<file path="config.mk">
export PLATFORM = sky130hd
export DESIGN_NAME = line_assembling_receive_queue
export DESIGN_NICKNAME = d
export VERILOG_FILES = /design/src/rtl/core/larq_pkg.sv /design/src/rtl/core/line_assembling_receive_queue.sv
export SDC_FILE = /design/constraint.sdc
export NUM_CORES = 2
export LEC_CHECK = 0
export BUFFER_PORTS_ARGS = -buffer_cell sky130_fd_sc_hd__buf_4
export CAP_MARGIN = 30
export CORE_ASPECT_RATIO = 0.75
export CORE_MARGIN = 3
export CORE_UTILIZATION = 30
export CTS_CLUSTER_SIZE = 8
export DETAILED_ROUTE_END_ITERATION = 10
export HOLD_SLACK_MARGIN = 0.15
export PLACE_DENSITY = 0.55
export SLEW_MARGIN = 25
export SYNTH_ARGS = -nofsm -noshare
export SYNTH_HDL_FRONTEND = slang
export SYNTH_SLANG_ARGS = --single-unit
</file>
<file path="constraint.sdc">
create_clock -name clk -period 2.9 [get_ports clk]
set_input_delay 0.58 -clock clk [delete_from_list [all_inputs] [get_ports clk]]
set_output_delay 0.58 -clock clk [all_outputs]
set_load 0.02 [all_outputs]
</file>
<file path="src/rtl/core/larq_pkg.sv">
// larq_pkg: shared constants and types of the line assembling receive queue
// holds command codes, character codes, field widths and parameter defaults
// no dependencies
package larq_pkg;

  // parameter defaults
  localparam int LineCountDefault = 4;
  localparam int LineSizeDefault  = 64;

  // field widths
  localparam int CmdW     = 2;
  localparam int ByteW    = 8;
  localparam int OffW     = 6;
  localparam int WaitW    = 2;
  localparam int OLenW    = 6;
  localparam int InDataW  = 16;
  localparam int OutDataW = 24;

  // line end characters
  localparam logic [ByteW-1:0] CH_LF = 8'h0A;
  localparam logic [ByteW-1:0] CH_CR = 8'h0D;

  // transaction commands
  typedef enum logic [CmdW-1:0] {
    CMD_RX      = 2'd0,
    CMD_READ    = 2'd1,
    CMD_RELEASE = 2'd2
  } cmd_t;

endpackage

</file>
<file path="src/rtl/core/line_assembling_receive_queue.sv">
// line_assembling_receive_queue: assembles received bytes into lines kept in
// a ring of line slots in a byte memory, with one length memory entry per slot
// depends on larq_pkg
//
// channel  | dir | handshake          | payload
// ---------+-----+--------------------+--------------------------------------
// s_*      | in  | s_tvalid/s_tready  | command, rx_byte, read_offset
// m_*      | out | m_tvalid/m_tready  | line_ready, lines_waiting, read_byte,
//          |     |                    | oldest_length
// cfg_*    | in  | cfg_we             | filter_empty_lines
//
// one transaction per cycle sustained while m_tready is high; each result
// passes through the read of the line memories and then the output register.
// rst is synchronous and clears the ring pointers, counts and the pipeline;
// the memories keep their contents; the result masks out unwritten reads.
// a stalled m_tready holds the output register and then the read stage;
// s_tready drops only when both are full.
module line_assembling_receive_queue #(
  parameter int LINE_COUNT = larq_pkg::LineCountDefault,
  parameter int LINE_SIZE  = larq_pkg::LineSizeDefault
) (
  input  logic                          clk,
  input  logic                          rst,
  // configuration
  input  logic                          cfg_we,
  input  logic                          cfg_wdata,   // filter_empty_lines
  // input stream
  input  logic                          s_tvalid,
  output logic                          s_tready,
  // [1:0] command, [9:2] rx_byte, [15:10] read_offset
  input  logic [larq_pkg::InDataW-1:0]  s_tdata,
  // output stream
  output logic                          m_tvalid,
  input  logic                          m_tready,
  // [0] line_ready, [2:1] lines_waiting, [10:3] read_byte,
  // [16:11] oldest_length, [23:17] zero
  output logic [larq_pkg::OutDataW-1:0] m_tdata
);

  localparam int SW     = (LINE_COUNT > 2) ? $clog2(LINE_COUNT) : 1;
  localparam int LW     = $clog2(LINE_SIZE);
  localparam int FW     = $clog2(LINE_SIZE + 1);
  localparam int AW     = $clog2(LINE_COUNT * LINE_SIZE);
  localparam int DEPTH  = LINE_COUNT * LINE_SIZE;
  localparam int CMPW   = 9;

  localparam logic [SW-1:0] SLOT_LAST = SW'(LINE_COUNT - 1);
  localparam logic [SW-1:0] CNT_MAX   = SW'(LINE_COUNT - 1);
  localparam logic [FW-1:0] FILL_MAX  = FW'(LINE_SIZE);
  localparam logic [LW-1:0] LEN_CLAMP = LW'(LINE_SIZE - 1);

  // memories
  logic [larq_pkg::ByteW-1:0] line_store [DEPTH];
  logic [LW-1:0]              line_lengths [LINE_COUNT];

  // control state
  logic          filter_empty;
  logic [SW-1:0] count, count_next;
  logic [SW-1:0] oldest, oldest_next;
  logic [SW-1:0] newest, newest_next;
  logic [FW-1:0] fill, fill_next;
  logic          after_cr, after_cr_next;

  // input fields
  larq_pkg::cmd_t             in_cmd;
  logic [larq_pkg::ByteW-1:0] in_byte;
  logic [larq_pkg::OffW-1:0]  in_off;

  // memory access
  logic          byte_we, byte_re;
  logic [AW-1:0] byte_waddr, byte_raddr;
  logic [larq_pkg::ByteW-1:0] byte_rdata;
  logic          len_we;
  logic [LW-1:0] len_wdata, len_rdata;

  // read stage
  logic                       s1_valid;
  logic                       s1_read_ok;
  logic [larq_pkg::OffW-1:0]  s1_off;
  logic [SW-1:0]              s1_count;
  logic                       s1_fwd;
  logic [LW-1:0]              s1_fwd_len;
  logic                       s1_adv;
  logic                       accept;

  // result
  logic [LW-1:0]              len_eff;
  logic [larq_pkg::ByteW-1:0] res_byte;
  logic [SW+1:0]              cnt_ext;
  logic [LW+larq_pkg::OLenW-1:0] len_ext;
  logic [larq_pkg::OutDataW-1:0] res_data;

  assign in_cmd  = larq_pkg::cmd_t'(s_tdata[1:0]);
  assign in_byte = s_tdata[9:2];
  assign in_off  = s_tdata[15:10];

  // handshake: output register frees the read stage, read stage frees input
  assign s1_adv   = s1_valid && (!m_tvalid || m_tready);
  assign s_tready = !s1_valid || s1_adv;
  assign accept   = s_tvalid && s_tready;

  function automatic logic [SW-1:0] next_slot(input logic [SW-1:0] s);
    return (s == SLOT_LAST) ? '0 : s + SW'(1);
  endfunction

  // next control state and memory requests for the transaction
  always_comb begin
    logic is_lf, is_cr;
    is_lf         = (in_byte == larq_pkg::CH_LF);
    is_cr         = (in_byte == larq_pkg::CH_CR);
    count_next    = count;
    oldest_next   = oldest;
    newest_next   = newest;
    fill_next     = fill;
    after_cr_next = after_cr;
    byte_we       = 1'b0;
    len_we        = 1'b0;
    len_wdata     = (fill >= FILL_MAX) ? LEN_CLAMP : fill[LW-1:0];
    byte_waddr    = AW'(AW'(newest) * AW'(LINE_SIZE) + AW'(fill));
    unique case (in_cmd)
      larq_pkg::CMD_RX: begin
        if (after_cr && is_lf) begin
          // second half of a crlf pair
        end else if (is_lf || is_cr) begin
          if (!(filter_empty && fill == '0)) begin
            if (count < CNT_MAX) begin
              len_we      = 1'b1;
              newest_next = next_slot(newest);
              count_next  = count + SW'(1);
            end
            fill_next = '0;
          end
        end else if (fill < FILL_MAX) begin
          byte_we   = 1'b1;
          fill_next = fill + FW'(1);
        end
        after_cr_next = is_cr;
      end
      larq_pkg::CMD_RELEASE: begin
        if (count != '0) begin
          oldest_next = next_slot(oldest);
          count_next  = count - SW'(1);
        end
      end
      default: begin
        // read and unused code leave the state alone
      end
    endcase
  end

  assign byte_raddr = AW'(AW'(oldest) * AW'(LINE_SIZE) + AW'(in_off));
  assign byte_re    = accept && (in_cmd == larq_pkg::CMD_READ)
                      && (32'(in_off) < LINE_SIZE);

  // control state registers
  always_ff @(posedge clk) begin
    if (rst) begin
      filter_empty <= 1'b0;
      count        <= '0;
      oldest       <= '0;
      newest       <= '0;
      fill         <= '0;
      after_cr     <= 1'b0;
      s1_valid     <= 1'b0;
    end else begin
      if (cfg_we) begin
        filter_empty <= cfg_wdata;
      end
      if (accept) begin
        count    <= count_next;
        oldest   <= oldest_next;
        newest   <= newest_next;
        fill     <= fill_next;
        after_cr <= after_cr_next;
      end
      if (accept) begin
        s1_valid <= 1'b1;
      end else if (s1_adv) begin
        s1_valid <= 1'b0;
      end
    end
  end

  // read stage payload, with bypass of a length written to the slot read
  always_ff @(posedge clk) begin
    if (accept) begin
      s1_read_ok <= (in_cmd == larq_pkg::CMD_READ) && (count != '0);
      s1_off     <= in_off;
      s1_count   <= count_next;
      s1_fwd     <= len_we && (newest == oldest_next);
      s1_fwd_len <= len_wdata;
    end
  end

  // byte memory
  always_ff @(posedge clk) begin
    if (accept && byte_we) begin
      line_store[byte_waddr] <= in_byte;
    end
    if (byte_re) begin
      byte_rdata <= line_store[byte_raddr];
    end
  end

  // length memory, read at the oldest slot after the transaction
  always_ff @(posedge clk) begin
    if (accept && len_we) begin
      line_lengths[newest] <= len_wdata;
    end
    if (accept) begin
      len_rdata <= line_lengths[oldest_next];
    end
  end

  // result assembly
  always_comb begin
    len_eff  = s1_fwd ? s1_fwd_len : len_rdata;
    res_byte = (s1_read_ok && (CMPW'(s1_off) < CMPW'(len_eff))) ? byte_rdata : '0;
    cnt_ext  = {2'b00, s1_count};
    len_ext  = (s1_count != '0) ? {{larq_pkg::OLenW{1'b0}}, len_eff} : '0;
    res_data = '0;
    res_data[0]     = (s1_count != '0);
    res_data[2:1]   = cnt_ext[1:0];
    res_data[10:3]  = res_byte;
    res_data[16:11] = len_ext[larq_pkg::OLenW-1:0];
  end

  // output register
  always_ff @(posedge clk) begin
    if (rst) begin
      m_tvalid <= 1'b0;
    end else if (s1_adv) begin
      m_tvalid <= 1'b1;
    end else if (m_tready) begin
      m_tvalid <= 1'b0;
    end
  end

  always_ff @(posedge clk) begin
    if (s1_adv) begin
      m_tdata <= res_data;
    end
  end

  // a release with lines waiting drops the count by one
  assert property (@(posedge clk) disable iff (rst)
    accept && in_cmd == larq_pkg::CMD_RELEASE && count != '0
    |=> count == $past(count) - SW'(1))
    else $error("release did not drop the line count");

  // a stalled read stage keeps its result
  assert property (@(posedge clk) disable iff (rst)
    s1_valid && !s1_adv |=> s1_valid && $stable(s1_count) && $stable(s1_off))
    else $error("read stage lost its transaction while stalled");

  // the queue never holds more than one slot short of the ring
  assert property (@(posedge clk) disable iff (rst)
    accept && count == CNT_MAX |=> count <= CNT_MAX && fill <= FILL_MAX)
    else $error("line queue overran its ring");

endmodule
</file>
Word level (Yosys, flattened, before mapping)
Memories as Yosys holds them, arrays and structs flattened. A register that Yosys moved wholly into a read port is not among the register bits.
Cells that the tools add are included.
Cells by class
  add/sub/neg operators: 7
  multiply operators: 0
  divide/modulo/power cells: 0
  magnitude comparators: 4
  equal/unequal tests: 8
  shifts and indexed selects: 0
  multiplexer cells: 32
  bitwise gates (word level): 2
  reductions and logical operators: 25
Operators with widths (count)
  $mux 7: 3
  $mux 2: 9
  $mux 1: 17
  $eq 8x4->1 const B: 2
  $mux 6: 2
  $logic_and 1x1->1: 10
  $reduce_bool 2->1: 5
  $add 8x6->8: 1
  $add 8x7->8: 1
  $add 7x1->7 const B: 1
  $ge 7x7->1 const B: 1
  $logic_not 7->1: 1
  $lt 7x7->1 const B: 1
  $add 2x1->2 const B: 3
  $eq 2x2->1 const B: 3
  $lt 6x6->1: 1
  $reduce_and 6->1: 1
  $reduce_and 5->1: 1
  $pmux 2 s2: 1
  $logic_or 1x1->1: 3
  $eq 2x1->1 const B: 1
  $eq 2x2->1: 1
  $logic_not 1->1: 2
  $logic_not 2->1: 1
  5 further kinds: 6
Storage, ports and cells
  register bits: 50
  bits in latches: 0
  RAM bits: 2072
  ROM bits: 0
  input port bits: 22
  output and inout port bits: 26
  logic and storage cells: 96
  memories kept: 2
Memory list
  line_store: depth 256, bits a word 8, read ports 1, clocked after memory_dff 1, write ports 1, RTL line line_assembling_receive_queue.sv:53  | logic [larq_pkg::ByteW-1:0] line_store [DEPTH];
  line_lengths: depth 4, bits a word 6, read ports 1, clocked after memory_dff 1, write ports 1, RTL line line_assembling_receive_queue.sv:54  | logic [LW-1:0] line_lengths [LINE_COUNT];

Logic depth before layout (Yosys ltp)
  word-level depth: 9
  gate-level depth with buffers: 11
  depth with buffers taken out: 8

Worst setup path before layout
Ideal clock, no wire load.
  kind: input to register
  start point: input m_tready
  end point: memory line_store[195][0] (netlist bit), enable pin
  setup time: 0.370 ns
  arrival: 2.534 ns
  slack: -0.004 ns
  stages: 7
  path through: nand3b_1 nand3_2 a311oi_2 nor3b_2 nand2_1 buf_2 nor2_1
Between the ends
  longest elaborated chain between the ends: 7
RTL lines
  start, declared: RTL line line_assembling_receive_queue.sv:34  | input logic m_tready,
  $logic_or 1x1->1: RTL line line_assembling_receive_queue.sv:98  | assign s1_adv = s1_valid && (!m_tvalid || m_tready);
  $logic_and 1x1->1: RTL line line_assembling_receive_queue.sv:98
  $logic_or 1x1->1: RTL line line_assembling_receive_queue.sv:99  | assign s_tready = !s1_valid || s1_adv;
  $logic_and 1x1->1: RTL line line_assembling_receive_queue.sv:100  | assign accept = s_tvalid && s_tready;
  $logic_and 1x1->1: RTL line line_assembling_receive_queue.sv:197  | if (accept && byte_we) begin
  $mux 1: RTL line line_assembling_receive_queue.sv:197
  $mux 1 (implied by the code): RTL line line_assembling_receive_queue.sv:198  | line_store[byte_waddr] <= in_byte;
  end, declared: RTL line line_assembling_receive_queue.sv:53
No other way between the ends.

Final worst setup path
  start point: input s_tdata[12] (netlist bit)
  end point: register byte_rdata[7] (netlist bit), read port of line_store (data pin)
Between the ends
  longest elaborated chain between the ends: 1
RTL lines
  start, declared: RTL line line_assembling_receive_queue.sv:31  | input logic [larq_pkg::InDataW-1:0] s_tdata,
  $add 8x6->8: RTL line line_assembling_receive_queue.sv:151  | assign byte_raddr = AW'(AW'(oldest) * AW'(LINE_SIZE) + AW'(in_off));
  end, declared: RTL line line_assembling_receive_queue.sv:72  | logic [larq_pkg::ByteW-1:0] byte_rdata;
No other way between the ends.
A chain may end at the register's enable or synchronous reset.

==> metrics.md <==
| Metric | Value |
|---|---|
| PD cells | `674 mW/mm2` |
| Maximum vdd drop | `0.413 mV` |
| CP Launch Point | `s_tdata[12]` |
| # rows | `166` |
| Detail Placement HPWL | `150,000 um` |
| Post-synthesis cell count | `4,042` |
| M2 GR Usage | `23.5%` |
| Reg-to-reg setup timing slack | `150 ps` |
| Initial drt markers | `5,772` |
| Total iterations of the first detailed-routing run | `6` |
| Critical path's largest stage delay | `600 ps` |
| Most common library cell in the layout ignoring fill and taps | `edfxtp_1` |
| Hold WC Path Type | `primary input to register` |
| Setup bufs post-CTS | `0` |
| Reg2Reg Capture Point | `byte_rdata[0]$_DFFE_PP_` |
| Static Leak | `33.8 nW` |
| Share of the synthesized area in the top cell type | `around three quarters` |
| Seq cells post-synth | `~2,100` |
| Sequential Power Share | `49.3%` |
| Grt ovf | `0` |
| Number of global-route vias before repair | `44,800` |
| Maximum number of pins on one net before global-route repair | `161` |
| Global-route layer with the greatest usage | `met1` |
| Drt drc | `0` |
| Fraction of registers with async set/reset | `0%` |
| Final setup fails | `1` |
| Maximum capacitance violations | `0` |
| Ys flop type | `edfxtp_1` |
| Net load switching power | `14.6 mW` |
| WP data required | `about 3600 ps` |
| Net Sw Frac | `21.1%` |
| Critical path destination | `byte_rdata[7]$_DFFE_PP_` |
| Total CTS buffers | `309` |
| Syn avg cell area | `20.6 um2` |
| DR vias | `44,700` |
| Synth cell types | `76` |
| Core area | `0.274 mm2` |
| Worst Max-Slew Pin Slew | `about 1300 ps` |
| Seq/Total Area, Yosys | `between 70% and 80%` |
| Drt wl/cell | `roughly 27 um` |
| Setup TNS | `-43.2 ps` |
| Skew-Pair Late Insertion Delay | `around 850 ps` |
| RSZ-0062 raised after global routing | `no` |
| R2R cell count | `8` |
| M1 GR Usage | `24.6%` |
| Status | `complete, but fails checks` |
| CP Launch Type | `primary input` |
| Setup CP Type | `primary input to register` |
| Global-route met3 utilization | `3.79%` |
| Deepest clock path buffer count | `4` |
| Initial antenna violation count | `4` |
| Ys Warns | `0` |
| Final critical-path required period | `slightly below 3000 ps` |
| Setup ws final | `-43.2 ps` |
| Area delta synth->final | `23.4%` |
| Clk_skew | `a little under 70 ps` |
| Mapped cell area | `roughly 0.083 mm2` |
| Die area | `0.284 mm2` |
| First-pass GRT wire length | `334,000 um` |
| CTS sink count | `2,136` |
| Crit path cell chain | `buf_4 -> nor2b_4 -> buf_4 -> buf_4 -> a22oi_1 -> a21oi_1 -> nor3_1 -> buf_4 -> a22oi_1 -> o311a_1` |
| TritonCTS clock tree | `built` |
| Nature of the critical path endpoint | `register` |
| Clk pwr share | `45.4%` |
| Comb power frac | `between 5 and 6%` |
| Port bufs | `40` |
| Placed instance area | `0.0944 mm2` |
| Slew Viols, Final | `0` |
| Layout Utilization | `between 30% and 40%` |
| CTS root buf | `clkbuf_16` |
| Fin cells | `8,795` |
| Leading cell types in the layout, fill and taps excluded | `edfxtp_1, buf_4, mux4_2, nor2_1, clkbuf_16` |
| H-tree Lvls | `5` |
| Post-synth top area cell | `edfxtp_1` |
| FF/Latch Area | `~0.064 mm2` |
| NumNets Final | `5,082` |
| DRT antenna net count | `0` |
| Vias per cell | `5.09` |
| Fmax | `340 MHz` |
| Fin area | `0.103 mm2` |
| Gpl congestion | `0.826` |
| # IOs | `48` |
| Failing checks | `negative setup slack` |
| Critical Path AT | `3660 ps` |
| Post-Place Setup Slack | `-910 ps` |
| Tot Pwr | `roughly 70 mW` |
| Internal power | `54.6 mW` |
| CP Max Fanout | `11` |
| Initial Utilization | `30.3%` |
| Die Wd | `614 um` |
| Fillers | `24,800` |
| Post-Route WL | `233,000 um` |
| R2R Path Start | `oldest[1]$_SDFFE_PP0N_` |
| Worst path slowest cell | `a22oi_1` |
| Final hold violation count | `0` |
| Multi-input logic area | `0.0177 mm2` |
| Reg clk slew, reported paths | `50 ps` |
| Inst Count DP | `roughly 8,400` |
| EDFF count, synth | `2,119` |
| Slew Limit Headroom | `16.4%` |
| GRT Overall Usage | `~16%` |
| Top post-synthesis cells by area | `edfxtp_1, mux4_2, mux2i_1, nor2_1, a22oi_1` |
| Fin Hold WS | `258 ps` |
| Tcrit/Tclk final | `101%` |
| Die Span Y | `between 400 and 500 um` |
| Share of post-route cells with drive strength above 1 | `roughly 34%` |
| CP most frequent cell | `buf_4` |
==> per-layer routing <==
metal	vias up	share of wire [%]
li1	18700	-
met1	23800	46
met2	2007	44
met3	284	9.2
met4	2	1.6
met5	-	0.0060
==> power by group through the flow <==
stage	Sequential [mW]	Combinational (mW)	Clock, mW
finish	34.1	3.70	31.4
global route	34.1	3.91	33.4
CTS	34.1	3.71	32.0
detailed placement	34.7	3.69	0
global placement	34.7	3.66	0
floorplan	34.7	1.65	0
==> worst max-delay path, delay by kind of cell <==
kind / cells / cell delay (ps)
buffers and inverters: 4 / 780
AO/OA/AOI/OAI: 4 / 1500
AND/OR/NAND/NOR: 2 / 770
==> cells in the mapped netlist, types with 10 or more instances <==
library cell and count:
nor2b_1 21, mux4_2 437, a22oi_1 159, buf_2 72, mux4_1 10, buf_6 35
nor2_1 337, o211ai_1 10, a21oi_1 129, mux2i_1 128, clkbuf_1 92, nor3_1 23
buf_12 11, edfxtp_1 2119, mux2_2 17, a211oi_1 24, o221ai_1 43, dfxtp_1 17
nand2_1 75, o22ai_1 13, buf_4 22, inv_1 13, o21ai_0 40, and2_1 11
a22o_1 19, ha_1 15, or2_2 15
==> layout make-up <==
type	instances	area share [%]
diodes	8	0.0195
clock buffers	339	7.70
clock inverters	18	0.203
inverters	14	0.0512
multi-input cells	1652	17.3
flip-flops and latches	2136	62.3
well taps	3696	4.50
repair buffers	932	7.97
==> worst min path at each step <==
stage | from | to | slack, ps | cells past startpoint
floorplan | s1_count[1]$_DFFE_PN_ | m_tdata[2]$_DFFE_PP_ | 430 | 0
global placement | s1_count[0]$_DFFE_PN_ | m_tdata[1]$_DFFE_PP_ | 450 | 0
detailed placement | s1_count[0]$_DFFE_PN_ | m_tdata[1]$_DFFE_PP_ | 450 | 0
CTS | s_tdata[0] | s1_count[0]$_DFFE_PN_ | 190 | 4
global route | s_tdata[8] | line_store[10][6]$_DFFE_PP_ | 220 | 2
finish | s_tdata[0] | s1_count[0]$_DFFE_PN_ | 260 | 4
==> flip-flops by register name, summed over array words and instances, names as in the netlist, 2 cells and up <==
register,count
len_rdata,6
s1_fwd_len,6
fill,7
line_lengths,24
byte_rdata,8
s1_off,6
line_store,2048
s1_count,2
newest,2
count,2
m_tdata,17
oldest,2
==> kinds of logic after synthesis <==
group                    share of synthesized area, %
other                                         0.00450
multiplexers                                     13.9
flip-flops                                       76.8
buffers and inverters                            1.98
AO/OA/AOI/OAI                                    4.13
adder cells (fa/ha/maj)                         0.225
AND/OR/NAND/NOR                                  2.81
XOR/XNOR                                       0.0947
==> repair_timing <==
item,4_1_cts,5_1_grt
endpoints found under the hold margin,16,0
pin swaps,0,0
setup endpoints to repair,1,1
gates resized for setup,1,1
hold buffers,11,0
(Power assumes the default switching activity.)
